[config.mk]
export PLATFORM = sky130hd
export DESIGN_NAME = scan_code_to_ascii_with_fifo_core
export DESIGN_NICKNAME = d
export VERILOG_FILES = /design/src/rtl/scd_pkg.sv /design/src/rtl/scd_front.sv /design/src/rtl/scd_queue.sv /design/src/rtl/scd_back.sv /design/src/rtl/scan_code_to_ascii_with_fifo_core.sv
export SDC_FILE = /design/constraint.sdc
export NUM_CORES = 1
export LEC_CHECK = 0
export BUFFER_PORTS_ARGS = -buffer_cell sky130_fd_sc_hd__buf_2
export CORE_ASPECT_RATIO = 0.9
export CORE_MARGIN = 2
export CORE_UTILIZATION = 35
export CTS_CLUSTER_SIZE = 10
export DETAILED_ROUTE_END_ITERATION = 12
export PLACE_DENSITY = 0.6
export REMOVE_ABC_BUFFERS = 1
export SETUP_SLACK_MARGIN = 0.02
export SLEW_MARGIN = 40
export SYNTH_ARGS = -nofsm -noshare
export SYNTH_HDL_FRONTEND = slang
export SYNTH_SLANG_ARGS = --single-unit
[constraint.sdc]
create_clock -name clk -period 4.2 [get_ports clk]
set_clock_uncertainty 0.1 [all_clocks]
set_input_delay 0.21 -clock clk [delete_from_list [all_inputs] [get_ports clk]]
set_output_delay 0.21 -clock clk [all_outputs]
set_load 0.01 [all_outputs]
[src/rtl/scd_pkg.sv]
// Shared types, word kinds and set-1 layout tables for the scan code decoder.
`timescale 1ns / 1ps

package scd_pkg;

	localparam logic [1:0] KIND_NONE = 2'd0;
	localparam logic [1:0] KIND_PUSH = 2'd1;
	localparam logic [1:0] KIND_READ = 2'd2;

	localparam logic [7:0] SC_CAPS       = 8'h3A;
	localparam logic [7:0] SC_LSHIFT     = 8'h2A;
	localparam logic [7:0] SC_RSHIFT     = 8'h36;
	localparam logic [7:0] SC_LCTRL      = 8'h1D;
	localparam logic [7:0] SC_LSHIFT_BRK = 8'hAA;
	localparam logic [7:0] SC_RSHIFT_BRK = 8'hB6;
	localparam logic [7:0] SC_LCTRL_BRK  = 8'h9D;

	localparam logic [7:0] CH_CTRL_C = 8'd3;
	localparam logic [7:0] CH_CTRL_L = 8'd12;

	typedef struct packed {
		logic [1:0] kind;
		logic [7:0] ch;
		logic       intr;
		logic       clr;
	} scd_op_t;

	function automatic logic [7:0] plain_map(input logic [6:0] idx);
		logic [7:0] r;
		unique case (idx)
			7'd1:  r = 8'h01;
			7'd2:  r = 8'h31;
			7'd3:  r = 8'h32;
			7'd4:  r = 8'h33;
			7'd5:  r = 8'h34;
			7'd6:  r = 8'h35;
			7'd7:  r = 8'h36;
			7'd8:  r = 8'h37;
			7'd9:  r = 8'h38;
			7'd10: r = 8'h39;
			7'd11: r = 8'h30;
			7'd12: r = 8'h27;
			7'd13: r = 8'h3C;
			7'd14: r = 8'h08;
			7'd15: r = 8'h09;
			7'd16: r = 8'h71;
			7'd17: r = 8'h77;
			7'd18: r = 8'h65;
			7'd19: r = 8'h72;
			7'd20: r = 8'h74;
			7'd21: r = 8'h79;
			7'd22: r = 8'h75;
			7'd23: r = 8'h69;
			7'd24: r = 8'h6F;
			7'd25: r = 8'h70;
			7'd26: r = 8'h5C;
			7'd27: r = 8'h2B;
			7'd28: r = 8'h0A;
			7'd30: r = 8'h61;
			7'd31: r = 8'h73;
			7'd32: r = 8'h64;
			7'd33: r = 8'h66;
			7'd34: r = 8'h67;
			7'd35: r = 8'h68;
			7'd36: r = 8'h6A;
			7'd37: r = 8'h6B;
			7'd38: r = 8'h6C;
			7'd39: r = 8'h3B;
			7'd40: r = 8'h7B;
			7'd41: r = 8'h7C;
			7'd42: r = 8'h05;
			7'd43: r = 8'h7D;
			7'd44: r = 8'h7A;
			7'd45: r = 8'h78;
			7'd46: r = 8'h63;
			7'd47: r = 8'h76;
			7'd48: r = 8'h62;
			7'd49: r = 8'h6E;
			7'd50: r = 8'h6D;
			7'd51: r = 8'h2C;
			7'd52: r = 8'h2E;
			7'd53: r = 8'h2D;
			7'd55: r = 8'h2A;
			7'd57: r = 8'h20;
			7'd72: r = 8'd17;
			7'd75: r = 8'd18;
			7'd77: r = 8'd19;
			7'd80: r = 8'd20;
			default: r = 8'h00;
		endcase
		return r;
	endfunction

	// Letters become upper case; only the punctuation that differs is listed.
	function automatic logic [7:0] shifted_map(input logic [6:0] idx);
		logic [7:0] base;
		logic [7:0] r;
		base = plain_map(idx);
		if (base >= 8'h61 && base <= 8'h7A) begin
			r = base - 8'h20;
		end else begin
			unique case (idx)
				7'd2:  r = 8'h21;
				7'd3:  r = 8'h22;
				7'd4:  r = 8'h23;
				7'd5:  r = 8'h24;
				7'd6:  r = 8'h25;
				7'd7:  r = 8'h26;
				7'd8:  r = 8'h2F;
				7'd9:  r = 8'h28;
				7'd10: r = 8'h29;
				7'd11: r = 8'h3D;
				7'd12: r = 8'h3F;
				7'd13: r = 8'h3E;
				7'd26: r = 8'h5E;
				7'd27: r = 8'h2A;
				7'd39: r = 8'h7E;
				7'd40: r = 8'h5B;
				7'd41: r = 8'h2F;
				7'd43: r = 8'h5D;
				7'd51: r = 8'h3B;
				7'd52: r = 8'h3A;
				7'd53: r = 8'h5F;
				default: r = base;
			endcase
		end
		return r;
	endfunction

endpackage

[src/rtl/scd_front.sv]
// Front end: accepts words, tracks the modifier keys and classifies each word.
`timescale 1ns / 1ps

module scd_front import scd_pkg::*; (
	input  logic       clk,
	input  logic       arst_n,
	input  logic       s_tvalid,
	output logic       s_tready,
	input  logic [7:0] s_tdata,  // scan_code[7:0]
	input  logic       s_tuser,  // opcode
	output logic       op_valid,
	input  logic       op_ready,
	output scd_op_t    op_word
);

	logic       shift_q;
	logic       caps_q;
	logic       ctrl_q;
	logic       accept;
	logic [7:0] base;
	logic       letter;
	logic       use_shift;
	logic [7:0] ch_mapped;
	logic [7:0] ch_final;

	assign s_tready = op_ready;
	assign accept   = s_tvalid && s_tready;
	assign op_valid = s_tvalid;

	always_comb begin
		base      = plain_map(s_tdata[6:0]);
		letter    = base >= 8'h61 && base <= 8'h7A;
		use_shift = letter ? (shift_q != caps_q) : shift_q;
		ch_mapped = use_shift ? shifted_map(s_tdata[6:0]) : base;
		ch_final  = ch_mapped;
		if (ctrl_q) begin
			if (ch_mapped >= 8'h61 && ch_mapped <= 8'h7A) begin
				ch_final = ch_mapped - 8'h60;
			end else if (ch_mapped >= 8'h41 && ch_mapped <= 8'h5A) begin
				ch_final = ch_mapped - 8'h40;
			end
		end
	end

	always_comb begin
		op_word      = '0;
		op_word.kind = KIND_NONE;
		op_word.ch   = ch_final;
		priority if (s_tuser) begin
			op_word.kind = KIND_READ;
		end else if (s_tdata == SC_CAPS || s_tdata == SC_LSHIFT || s_tdata == SC_RSHIFT
				|| s_tdata == SC_LCTRL || s_tdata == SC_LSHIFT_BRK
				|| s_tdata == SC_RSHIFT_BRK || s_tdata == SC_LCTRL_BRK
				|| s_tdata[7]) begin
			op_word.kind = KIND_NONE;
		end else if (ctrl_q && ch_final == CH_CTRL_L) begin
			op_word.clr = 1'b1;
		end else begin
			op_word.kind = KIND_PUSH;
			op_word.intr = ctrl_q && ch_final == CH_CTRL_C;
		end
	end

	always_ff @(posedge clk or negedge arst_n) begin
		if (!arst_n) begin
			shift_q <= 1'b0;
			caps_q  <= 1'b0;
			ctrl_q  <= 1'b0;
		end else if (accept && !s_tuser) begin
			unique case (s_tdata)
				SC_CAPS: begin
					caps_q <= !caps_q;
				end
				SC_LSHIFT, SC_RSHIFT: begin
					shift_q <= 1'b1;
				end
				SC_LCTRL: begin
					ctrl_q <= 1'b1;
				end
				SC_LSHIFT_BRK, SC_RSHIFT_BRK: begin
					shift_q <= 1'b0;
				end
				SC_LCTRL_BRK: begin
					ctrl_q <= 1'b0;
				end
				default: begin
				end
			endcase
		end
	end

endmodule

[src/rtl/scd_queue.sv]
// Two-entry queue of classified words between the front and back ends.
`timescale 1ns / 1ps

module scd_queue import scd_pkg::*; (
	input  logic    clk,
	input  logic    arst_n,
	input  logic    in_valid,
	output logic    in_ready,
	input  scd_op_t in_word,
	output logic    out_valid,
	input  logic    out_ready,
	output scd_op_t out_word
);

	scd_op_t    entry_q [2];
	logic       wr_idx_q;
	logic       rd_idx_q;
	logic [1:0] cnt_q;
	logic       push;
	logic       pop;

	assign in_ready  = cnt_q != 2'd2;
	assign out_valid = cnt_q != 2'd0;
	assign out_word  = entry_q[rd_idx_q];
	assign push      = in_valid && in_ready;
	assign pop       = out_valid && out_ready;

	always_ff @(posedge clk) begin
		if (push) begin
			entry_q[wr_idx_q] <= in_word;
		end
	end

	always_ff @(posedge clk or negedge arst_n) begin
		if (!arst_n) begin
			wr_idx_q <= 1'b0;
			rd_idx_q <= 1'b0;
			cnt_q    <= 2'd0;
		end else begin
			if (push) begin
				wr_idx_q <= !wr_idx_q;
			end
			if (pop) begin
				rd_idx_q <= !rd_idx_q;
			end
			if (push && !pop) begin
				cnt_q <= cnt_q + 2'd1;
			end else if (pop && !push) begin
				cnt_q <= cnt_q - 2'd1;
			end
		end
	end

endmodule

[src/rtl/scd_back.sv]
// Back end: character store, pointers and the registered result word.
`timescale 1ns / 1ps

module scd_back import scd_pkg::*; #(
	parameter int FIFO_DEPTH = 64
) (
	input  logic        clk,
	input  logic        arst_n,
	input  logic        op_valid,
	output logic        op_ready,
	input  scd_op_t     op_word,
	output logic        m_tvalid,
	input  logic        m_tready,
	output logic [23:0] m_tdata
);

	localparam int PW = $clog2(FIFO_DEPTH);
	localparam int CW = $clog2(FIFO_DEPTH + 1);

	logic [7:0]    mem [FIFO_DEPTH];
	logic [PW-1:0] rd_ptr_q;
	logic [PW-1:0] wr_ptr_q;
	logic [CW-1:0] cnt_q;
	logic [CW-1:0] cnt_next;
	logic          out_valid_q;
	logic          rdv_q;
	logic [7:0]    rd_data_q;
	logic          intr_q;
	logic          clr_q;
	logic          drop_q;
	logic [6:0]    fill_q;
	logic          take;
	logic          is_read;
	logic          is_push;
	logic          full;
	logic          empty;
	logic          do_pop;
	logic          do_push;
	logic [7:0]    read_char;

	assign op_ready = !out_valid_q || m_tready;
	assign take     = op_valid && op_ready;
	assign is_read  = op_word.kind == KIND_READ;
	assign is_push  = op_word.kind == KIND_PUSH;
	assign full     = cnt_q == CW'(FIFO_DEPTH);
	assign empty    = cnt_q == '0;
	assign do_pop   = take && is_read && !empty;
	assign do_push  = take && is_push && !full;

	always_comb begin
		cnt_next = cnt_q;
		if (do_pop) begin
			cnt_next = cnt_q - CW'(1);
		end else if (do_push) begin
			cnt_next = cnt_q + CW'(1);
		end
	end

	always_ff @(posedge clk) begin
		if (do_push) begin
			mem[wr_ptr_q] <= op_word.ch;
		end
		if (take) begin
			rd_data_q <= mem[rd_ptr_q];
			rdv_q     <= do_pop;
			intr_q    <= is_push && op_word.intr;
			clr_q     <= !is_read && op_word.clr;
			drop_q    <= is_push && full;
			fill_q    <= 7'(cnt_next);
		end
	end

	always_ff @(posedge clk or negedge arst_n) begin
		if (!arst_n) begin
			rd_ptr_q    <= '0;
			wr_ptr_q    <= '0;
			cnt_q       <= '0;
			out_valid_q <= 1'b0;
		end else begin
			cnt_q <= cnt_next;
			if (do_pop) begin
				rd_ptr_q <= (rd_ptr_q == PW'(FIFO_DEPTH - 1)) ? '0 : rd_ptr_q + PW'(1);
			end
			if (do_push) begin
				wr_ptr_q <= (wr_ptr_q == PW'(FIFO_DEPTH - 1)) ? '0 : wr_ptr_q + PW'(1);
			end
			if (take) begin
				out_valid_q <= 1'b1;
			end else if (m_tready) begin
				out_valid_q <= 1'b0;
			end
		end
	end

	assign read_char = rdv_q ? rd_data_q : 8'h00;
	assign m_tvalid  = out_valid_q;
	assign m_tdata   = {5'd0, fill_q, drop_q, clr_q, intr_q, read_char, rdv_q};

	a_cnt_bound: assert property (@(posedge clk) disable iff (!arst_n)
		cnt_q <= CW'(FIFO_DEPTH))
		else $error("character count above depth");

	a_pop_dec: assert property (@(posedge clk) disable iff (!arst_n)
		do_pop |=> cnt_q == $past(cnt_q) - CW'(1))
		else $error("read did not lower the count");

	a_drop_full: assert property (@(posedge clk) disable iff (!arst_n)
		take && is_push && full |=> drop_q && cnt_q == $past(cnt_q))
		else $error("full store did not drop the character");

	a_push_ptr: assert property (@(posedge clk) disable iff (!arst_n)
		take && !do_push |=> wr_ptr_q == $past(wr_ptr_q))
		else $error("write pointer moved without a store");

endmodule

[src/rtl/scan_code_to_ascii_with_fifo_core.sv]
// Top level of the set-1 scan code to character decoder with character store.
// A word is accepted every cycle while the queue has room; throughput is one word per cycle.
// The classified word enters the queue, then the store stage registers the result.
// The back end's single store port does one push or one pop per word.
// Reset clears the modifier flags, the queue and the store pointers; no clearing pass is run.
`timescale 1ns / 1ps

module scan_code_to_ascii_with_fifo_core import scd_pkg::*; #(
	parameter int FIFO_DEPTH = 64
) (
	input  logic        clk,
	input  logic        arst_n,
	input  logic        s_tvalid,
	output logic        s_tready,
	input  logic [7:0]  s_tdata,  // scan_code[7:0]
	input  logic        s_tuser,  // opcode
	output logic        m_tvalid,
	input  logic        m_tready,
	// read_valid[0], read_char[8:1], interrupt_event[9], clear_event[10],
	// char_dropped[11], fill_level[18:12], zero fill[23:19]
	output logic [23:0] m_tdata
);

	logic    f_valid;
	logic    f_ready;
	scd_op_t f_word;
	logic    b_valid;
	logic    b_ready;
	scd_op_t b_word;

	scd_front u_front (
		.clk      (clk),
		.arst_n   (arst_n),
		.s_tvalid (s_tvalid),
		.s_tready (s_tready),
		.s_tdata  (s_tdata),
		.s_tuser  (s_tuser),
		.op_valid (f_valid),
		.op_ready (f_ready),
		.op_word  (f_word)
	);

	scd_queue u_queue (
		.clk       (clk),
		.arst_n    (arst_n),
		.in_valid  (f_valid),
		.in_ready  (f_ready),
		.in_word   (f_word),
		.out_valid (b_valid),
		.out_ready (b_ready),
		.out_word  (b_word)
	);

	scd_back #(
		.FIFO_DEPTH (FIFO_DEPTH)
	) u_back (
		.clk      (clk),
		.arst_n   (arst_n),
		.op_valid (b_valid),
		.op_ready (b_ready),
		.op_word  (b_word),
		.m_tvalid (m_tvalid),
		.m_tready (m_tready),
		.m_tdata  (m_tdata)
	);

endmodule
==> results of run 1 <==
worst max path at each step:
stage / startpoint / end / slack (ns) / cells after the start
after floorplan: u_back.rd_ptr_q[0]$_DFFE_PN0P_ / u_back.rd_data_q[0]$_DFFE_PP_ / -2.76 / 3
after global placement: s_tdata[0] / u_queue.entry_q[0][10]$_DFFE_PP_ / -0.58 / 18
after detailed placement: s_tdata[0] / u_queue.entry_q[1][10]$_DFFE_PP_ / -0.72 / 19
after CTS: s_tdata[1] / u_queue.entry_q[0][10]$_DFFE_PP_ / 0.03 / 20
after global routing: s_tdata[0] / u_queue.entry_q[1][10]$_DFFE_PP_ / -0.03 / 21
final: s_tdata[1] / u_queue.entry_q[1][10]$_DFFE_PP_ / 0.11 / 21
logic make-up (layout without fill, tap and decap cells):
group                      after synthesis  count (layout)  synth area share, %
other                                    1               5               0.0152
AOI/OAI and AO/OA                      138             138                 4.07
xor gates and xnor gates                17              17                0.605
buffers and inverters                  107             391                 2.07
adders and majority gates               16              16                0.813
and+or+nand+nor                        263             263                 5.53
DFF                                    582             582                 70.4
muxes                                  192             192                 16.5
report_power, final:
| group | switching [mW] | internal [mW] |
|---|---|---|
| registers | 0.336 | 7.42 |
| clock network | 2.22 | 3.17 |
| logic | 2.85 | 2.28 |
cell usage in the layout (no fill, tap or decap), types with 21 or more instances in the layout:
master     Yosys  routed
edfxtp_1     555     555
buf_4         11     206
mux4_2       169     169
nor2_1       105     100
clkbuf_16      0      70
nand2_1       36      35
clkbuf_1      36      29
buf_2         11      29
dfrtp_1       27      24
o21ai_0       25      21
final cells by class:
type / instances / area [um2]
timing repair buffer: 260 / 2040
tap: 940 / 1180
sequential: 582 / 17400
multi-input combinational: 631 / 7170
clock buffer: 100 / 1870
clock inverter: 11 / 145
fill: 6091 / 40000
inverter: 20 / 77.6
flip-flops by register name, summed over array words and instances (netlist names):
register,count
u_back.m_tvalid,1
u_back.mem,512
u_queue.entry_q,24
u_queue.rd_idx_q,1
u_back.drop_q,1
u_back.rdv_q,1
u_front.shift_q,1
u_back.rd_data_q,8
u_front.ctrl_q,1
u_back.fill_q,7
u_back.clr_q,1
u_back.intr_q,1
u_back.cnt_q,7
u_back.rd_ptr_q,6
u_front.caps_q,1
u_queue.cnt_q,2
u_back.wr_ptr_q,6
u_queue.wr_idx_q,1
what timing repair did:
item | 4_1_cts | 5_1_grt
hold endpoints to repair | 34 | 0
gates cloned | 0 | 0
pin swaps | 10 | 25
setup endpoints to repair | 8 | 10
hold buffers | 6 | 0
gates resized for setup | 21 | 68
buffers inserted | 19 | 9
metrics by stage:
stage | setup TNS (ns) | std cells | total power, mW | area [um2]
6_report | 0 | 2544 | 18.3 | 29800
2_1_floorplan | -37.27 | 1233 | 11.2 | 24200
4_1_cts | 0 | 2535 | 18.5 | 29500
3_5_place_dp | -6.36 | 2399 | 13.0 | 27100
3_3_place_gp | -4.91 | 2397 | 12.8 | 27100
5_1_grt | -0.0737 | 2544 | 19.0 | 29800
metal layers:
| layer | part of all wire (%) | vias up |
|---|---|---|
| met4 | 1.9 | 0 |
| met1 | 45 | 7029 |
| li1 | - | 5864 |
| met2 | 49 | 303 |
| met3 | 4.9 | 79 |
| met5 | 0 | - |
critical path, stage by stage:
cell      delay, ns
buf_6          0.09
inv_4          0.04
buf_6          0.12
ha_4           0.17
and4bb_2       0.28
nor3_1         0.07
o31ai_4        0.27
and3_1         0.23
nand4_1        0.23
buf_4          0.21
buf_4          0.13
o31ai_4        0.22
o32ai_2        0.13
inv_2          0.13
ha_4           0.17
a21oi_2        0.05
o211a_1        0.20
or3b_4         0.40
or4b_4         0.53
o32ai_4        0.26
a31oi_2        0.14
==> summary.txt, run 1 <==
Status
  – Run status: finished, final reports clean

Global routing
  – GR Layer Usage met3: 2.83%
  – Initial antenna violation count: 0
  – Vias in the first global route: 13.6k
  – GR Overflow Total: 0
  – First-pass GRT wire length: 85600 um
  – Total global-route track usage: 15.6%
  – Gr busiest metal: met2
  – M2 GR Usage: 25.5%
  – Largest net degree at the start of global routing: 69
  – M1 GR Usage: 21.4%

Clock network
  – CTS tree: yes
  – Root Buffer: clkbuf_16
  – Clock sinks: 582
  – CTS HTree Levels: 3
  – Worst-skew pair later-pin latency: 0.60 ns
  – Worst-path clk slew: 0.05 ns
  – CTS Buffer Depth: 3
  – Number of buffers created by CTS: 70

STA
  – Setup slack after layout: 0.114 ns
  – Slew HR: 45.4%
  – Setup violations, final: 0
  – Fin crit period: 4.09 ns
  – Worst Tran Pin Value: 0.816 ns
  – Fin. max-slew vios: 0
  – Final Hold Viols: 0
  – Highest clock rate: 0.245 GHz
  – Fin Hold WS: 0.123 ns
  – Fin crit share: 97.3%

Worst setup path
  – WP data required: 4.42 ns
  – CP arrival: 4.30 ns
  – Reg-to-reg startpoint: u_front.shift_q$_DFFE_PN0P_
  – Reg-to-reg slack, setup: 0.58 ns
  – Crit Path Category: in -> reg
  – CP Capture Type: flop
  – FF-to-FF path depth: 12
  – Critical Path Fanout Max: 6
  – Reg-to-Reg End: u_queue.entry_q[1][10]$_DFFE_PP_
  – Critical Path Start Type: input pin

Min path
  – Worst hold path class: in -> async

Yosys
  – Leading area contributor after synthesis: edfxtp_1
  – Syn_area_per_cell: 18.7 um2
  – Seq/Total Area, Yosys: 70.4%
  – Synth top area share: 67.7%
  – Most frequent cell after synthesis: edfxtp_1
  – Unique masters post-synth: 87
  – Mapped cell area: 24600 um2
  – Main flop type after synthesis: edfxtp_1
  – Ys Warns: 0
  – Seq cells post-synth: 582
  – Number of synthesized flops with an enable pin: 555
  – Synth async-reset ratio: 4.64%
  – Largest cells by area after synthesis: edfxtp_1, mux4_2, dfrtp_1, nor2_1, ha_1
  – Synth top cells by count: edfxtp_1, mux4_2, nor2_1, clkbuf_1, nand2_1
  – Post-Syn Instances: 1316

Die
  – Die Width: 284 um
  – Starting Density: 35.2%
  – Die ar.: 72500 um2
  – # rows: 92
  – Ports: 39
  – Die Span Y: 256 um
  – Core Area: 69900 um2

Route
  – Routed WL: 56800 um
  – WL per Instance: 22.3 um
  – Vias: 13.3k
  – Antenna Nets Post-Route: 0
  – Initial drt markers: 1096
  – # DRC: 0
  – TritonRoute pass-1 iters: 6
  – Vias per cell: 5.22

Power and ir drop
  – Pwr dens: 612 nW/um2
  – Max rail drop VDD: 0.412 mV
  – Leakage: 9.94 nW

Placement
  – Detailed placer's ending HPWL: 36900 um
  – Pre-CTS setup slack: -0.719 ns
  – Port Buf Inserts: 33
  – Global placer's final weighted congestion: 0.830

Final layout
  – Final Util: 42.7%
  – Synth-to-Final Area Change: 21.2%
  – NumNets Final: 1594
  – Diode count: 0
  – Share of layout cells above drive strength 1: 37.2%

Job
  – Max cap viols: 0
No activity file was read; power rests on OpenSTA's default activity.
==> run 2, diff against run 1 <==
REMOVE_ABC_BUFFERS = unset   (was 1)
==> run 2 against run 1 <==
Worst hold slack got worse by 0.017 ns. Clock-buffer cell count down 1. Utilization down 1.0 points.
==> summary.txt, run 2 (synthesis gave the netlist of run 1 again) <==
Status
  – Run status: finished, final reports clean

Die
  – Ports: 39
  – Die Span Y: 256 um
  – Die ar.: 72500 um2
  – Die Width: 284 um
  – Core Area: 69900 um2
  – Starting Density: 35.2%
  – # rows: 92

STA
  – Highest clock rate: 0.249 GHz
  – Fin. max-slew vios: 0
  – Setup violations, final: 0
  – Fin crit share: 95.6%
  – Final Hold Viols: 0
  – Slew HR: 41.5%
  – Worst Tran Pin Value: 0.875 ns
  – Fin crit period: 4.01 ns

Route
  – WL per Instance: 22.3 um
  – Initial drt markers: 1253
  – Met2 Wirelength: 25800 um
  – Vias per cell: 5.29
  – Max layer used: met4
  – WL met3: 3150 um
  – # DRC: 0
  – Met1 wire length: 25500 um
  – Antenna Nets Post-Route: 0
  – TritonRoute pass-1 iters: 5
  – Routed WL: 55300 um
  – Vias: 13.1k

Global routing
  – Vias in the first global route: 13.5k
  – GR Overflow Total: 0
  – Total global-route track usage: 15.4%
  – First-pass GRT wire length: 85100 um
  – Initial antenna violation count: 0
  – Largest net degree at the start of global routing: 65

Power and ir drop
  – Max rail drop VDD: 0.448 mV
  – Sequential share of power: 43.7%
  – Internal Pwr Total: 12.7 mW
  – Clk pwr share: 29.1%
  – Power Total: 18.0 mW
  – Leakage: 9.55 nW
  – Net Switching: 5.29 mW
  – Sw frac: 29.4%
  – Pwr dens: 618 nW/um2
  – Comb pwr share: 27.2%

Final layout
  – Diode count: 0
  – Largest register by flop count: u_back.mem
  – Share of layout cells above drive strength 1: 33.9%
  – Largest regs: u_back.mem x512, u_queue.entry_q x24, u_back.rd_data_q x8
  – Layout Cells excl Fill: 2479
  – Most frequent cells in the layout: edfxtp_1, mux4_2, buf_4
  – NumNets Final: 1531
  – Synth-to-Final Area Change: 18.2%
  – Max FFs per register: 512
  – Filler cell count: 6162
  – Most common cell after layout, fill and taps aside: edfxtp_1

Placement
  – Placed cells: 2362
  – Global placer's final weighted congestion: 0.830
  – Port Buf Inserts: 33
  – Detailed placer's ending HPWL: 35800 um

Worst setup path
  – Critical Path Fanout Max: 5
  – WP data required: 4.42 ns
  – CP Capture Type: flop
  – Crit Path Category: in -> reg
  – Critical Path Start Type: input pin
  – CP arrival: 4.23 ns

Job
  – Max cap viols: 0

Clock network
  – Clock sinks: 582
  – Worst-skew pair later-pin latency: 0.60 ns
  – CTS HTree Levels: 3
  – Root Buffer: clkbuf_16
  – Number of buffers created by CTS: 68
  – Worst-path clk slew: 0.06 ns
  – CTS Buffer Depth: 3
  – CTS tree: yes

Min path
  – Worst hold path class: in -> async
==> run 2: cell count changes in the layout (fill, tap and decap cells not counted), moves of 5 or more <==
| cell | change |
|---|---|
| mux2_4 | +5 |
| mux2_2 | -5 |
| buf_6 | -6 |
| nor2_1 | -10 |
| a21oi_1 | +5 |
| nor2_2 | +10 |
| buf_4 | -51 |
==> run 2: routing by layer <==
metal  vias to the layer above  global-route usage, %
li1                       5742                      -
met4                         0                   3.51
met1                      6891                   22.9
met2                       408                   23.7
met3                        67                   2.83
met5                         -                      0
==> run 2: path summary, 6_finish.rpt <==
path	slack, ns	cells past startpoint	start	end
hold reg to reg	0.39	1	u_queue.cnt_q[1]$_DFFE_PN0P_	u_queue.cnt_q[1]$_DFFE_PN0P_
hold / removal	0.11	2	arst_n	u_back.wr_ptr_q[1]$_DFFE_PN0P_
max in group asynchronous	3.34	2	arst_n	u_back.rd_ptr_q[0]$_DFFE_PN0P_
min in group clk	0.26	3	m_tready	u_back.m_tvalid$_DFFE_PN0P_
setup / recovery	0.19	18	s_tdata[1]	u_queue.entry_q[1][10]$_DFFE_PP_
setup reg to reg	0.63	8	u_back.cnt_q[0]$_DFF_PN0_	u_back.mem[15][0]$_DFFE_PP_
==> run 2: stage by stage <==
step | setup WS, ns | hold WS [ns] | setup TNS [ns] | area, um2 | util, %
after floorplan | -0.311 | -0.186 | -1.68 | 24700 | -
after CTS | 0.0272 | 0.0849 | 0 | 28900 | 41.4
after global placement | -0.527 | 0.204 | -4.45 | 26900 | 38.4
after detailed placement | -0.594 | 0.203 | -4.95 | 26900 | 38.5
after global routing | -0.0141 | 0.146 | -0.0281 | 29100 | 41.7
final | 0.185 | 0.106 | 0 | 29100 | 41.7
==> run 2: area by class of cell <==
type / instances / area [um2] / area share, %
flip-flops and latches: 582 / 17400 / 59.6
multi-input cells: 631 / 7020 / 24.1
clock buffers: 99 / 1850 / 6.35
repair buffers: 199 / 1510 / 5.20
well taps: 940 / 1180 / 4.04
clock inverters: 8 / 113 / 0.387
inverters: 20 / 85.1 / 0.292
==> run 2: repair_timing <==
action / CTS / global route
hold buffers: 6 / 0
pin swaps: 0 / 19
setup endpoints to repair: 2 / 10
gates resized for setup: 1 / 35
endpoints found under the hold margin: 34 / 0
buffers inserted: 0 / 4
==> run 2: worst max-delay path: stages <==
cell	delay [ns]
buf_4	0.14
inv_4	0.07
ha_4	0.21
mux4_2	0.46
o32a_1	0.22
o211a_4	0.27
nand4_1	0.17
o221a_4	0.24
nor2_1	0.05
or3_4	0.40
inv_4	0.07
ha_4	0.13
a21oi_1	0.06
o211a_1	0.25
or3b_4	0.38
or4b_4	0.50
o32ai_4	0.25
a31oi_2	0.14
==> run 2: power groups by stage <==
stage	logic, mW	registers [mW]	clock network (mW)
CTS	4.96	7.86	5.35
global placement	4.84	7.98	0
detailed placement	4.93	7.97	0
finish	4.89	7.86	5.24
global route	5.26	7.92	5.59
floorplan	3.38	7.66	0
==> run 3, diff against run 2 <==
CELL_PAD_IN_SITES_DETAIL_PLACEMENT = 0   (was unset)
CELL_PAD_IN_SITES_GLOBAL_PLACEMENT = 2   (was unset)
PLACE_DENSITY = 0.71   (was 0.6)
==> run 3 against run 2 <==
Worst hold slack better by 0.011 ns. Clock power is 1% lower. Sequential share of layout area rose by 0.23 points. Largest power group unchanged.
==> summary.txt, run 3 (synthesis gave the netlist of run 1 again) <==
Worst setup path
  – Worst path slowest cell: or4b_4
  – CP arrival: 4.23 ns
  – Crit Path Category: in -> reg
  – Worst path most repeated cell: buf_4
  – Slowest Stage Delay on Critical Path: 0.50 ns
  – Critical Path Start Type: input pin
  – Critical Path Fanout Max: 5
  – CP Capture Type: flop
  – Worst-path cell chain: buf_4 -> inv_6 -> ha_1 -> nor2b_2 -> buf_4 -> a211oi_1 -> o32a_1 -> o211a_4 -> nand4_1 -> buf_4 -> o31ai_1 -> o32ai_1 -> inv_1 -> ha_4 -> a21oi_1 -> o211a_1 -> or3b_4 -> or4b_4 -> o32ai_4 -> a31oi_2
  – WP data required: 4.41 ns

Final layout
  – Largest register by flop count: u_back.mem
  – Synth-to-Final Area Change: 17.8%
  – Register area: 17400 um2
  – Most common cell after layout, fill and taps aside: edfxtp_1
  – NumNets Final: 1532
  – Largest regs: u_back.mem x512, u_queue.entry_q x24, u_back.rd_data_q x8
  – Final Util: 41.5%
  – Multi-input combinational cell area: 6940 um2
  – Diode count: 0
  – Filler cell count: 6211
  – Final instance area: 29000 um2
  – Most frequent cells in the layout: edfxtp_1, mux4_2, buf_4
  – Max FFs per register: 512
  – Share of layout cells above drive strength 1: 33.5%

Clock network
  – CTS tree: yes
  – Clock sinks: 582
  – Worst-skew pair later-pin latency: 0.59 ns
  – Number of buffers created by CTS: 68
  – CTS Buffer Depth: 3
  – CTS HTree Levels: 3
  – Worst-path clk slew: 0.05 ns
  – Root Buffer: clkbuf_16

Job
  – Max cap viols: 0

Global routing
  – First-pass GRT wire length: 84600 um
  – GR Overflow Total: 0
  – Gr busiest metal: met2
  – Vias in the first global route: 13.2k
  – M2 GR Usage: 23.8%
  – Initial antenna violation count: 0
  – M1 GR Usage: 22.3%
  – Largest net degree at the start of global routing: 65
  – Total global-route track usage: 15.4%
  – GR Layer Usage met3: 3.40%

Die
  – Ports: 39
  – Die Span Y: 256 um
  – # rows: 92
  – Core Area: 69900 um2
  – Die ar.: 72500 um2
  – Die Width: 284 um
  – Starting Density: 35.2%

Route
  – Vias: 13.0k
  – WL per Instance: 22.5 um
  – # DRC: 0
  – TritonRoute pass-1 iters: 5
  – Initial drt markers: 1076
  – Routed WL: 55700 um
  – Vias per cell: 5.24
  – Antenna Nets Post-Route: 0

Placement
  – Detailed placer's ending HPWL: 36000 um
  – Global placer's final weighted congestion: 0.829
  – Dpl cell area: 26900 um2
  – Port Buf Inserts: 33

Power and ir drop
  – Pwr dens: 617 nW/um2
  – Leakage: 9.53 nW
  – Max rail drop VDD: 0.406 mV

STA
  – Fin crit period: 4.02 ns
  – Worst Tran Pin Value: 0.827 ns
  – Fin Hold WS: 0.117 ns
  – Unrepaired setup endpoints after global routing: no
  – Highest clock rate: 0.249 GHz
  – Slew HR: 44.7%
  – Fin. max-slew vios: 0
  – Final Hold Viols: 0
  – Fin crit share: 95.8%
  – Setup TNS: 0 ns
  – Setup violations, final: 0

Min path
  – Worst hold path class: in -> async

Status
  – Run status: finished, final reports clean
-- run 3: per-stage QoR --
stage / power [mW] / setup slack [ns] / cells
2_1_floorplan: 11.0 / -0.311 / 1320
5_1_grt: 18.7 / 0.00696 / 2475
4_1_cts: 18.1 / 0.0210 / 2472
3_5_place_dp: 12.9 / -0.602 / 2364
3_3_place_gp: 12.8 / -0.539 / 2364
6_report: 17.9 / 0.178 / 2475
-- run 3: path summary, 6_finish.rpt --
path / slack, ns / end / start / depth (start not counted)
max reg2reg: 0.44 / u_back.mem[63][2]$_DFFE_PP_ / u_queue.rd_idx_q$_DFFE_PN0P_ / 7
max: 0.18 / u_queue.entry_q[0][10]$_DFFE_PP_ / s_tdata[0] / 20
min in group clk: 0.23 / u_front.ctrl_q$_DFFE_PN0P_ / s_tdata[2] / 5
min reg2reg: 0.40 / u_queue.cnt_q[1]$_DFFE_PN0P_ / u_queue.cnt_q[1]$_DFFE_PN0P_ / 1
max in group asynchronous: 3.33 / u_back.rd_ptr_q[1]$_DFFE_PN0P_ / arst_n / 2
min: 0.12 / u_back.cnt_q[2]$_DFF_PN0_ / arst_n / 2
-- run 3: repair_timing --
action                                  4_1_cts  5_1_grt
hold endpoints to repair                     34        0
resized for setup                             2       17
pin swaps                                     0       15
hold buffers                                  6        0
buffers inserted                              0        3
endpoints found under the setup margin        2        8
-- run 3: final cells by class --
cell class | instances | share of cell area [%]
clock buffer | 95 | 6.36
sequential | 582 | 59.8
multi-input combinational | 631 | 23.9
clock inverter | 7 | 0.211
timing repair buffer | 200 | 5.31
inverter | 20 | 0.293
tap | 940 | 4.06
-- run 3: power breakdown --
part / switching [mW] / total, mW / internal [mW]
clock: 2.15 / 5.19 / 3.04
combinational: 2.69 / 4.88 / 2.19
sequential: 0.405 / 7.83 / 7.42
total: 5.25 / 17.9 / 12.6
-- run 3: critical path: cells and delay by family --
kind,cells,cell delay [ns]
compound gates,9,1.76
fa+ha+maj,2,0.35
simple gates,4,1.21
buf+inv,5,0.69
-- run 3: per-layer routing --
| layer | up-vias | wire length [um] |
|---|---|---|
| met5 | - | 0 |
| met4 | 0 | 869 |
| met3 | 67 | 3020 |
| met2 | 314 | 26200 |
| met1 | 6842 | 25700 |
| li1 | 5756 | - |
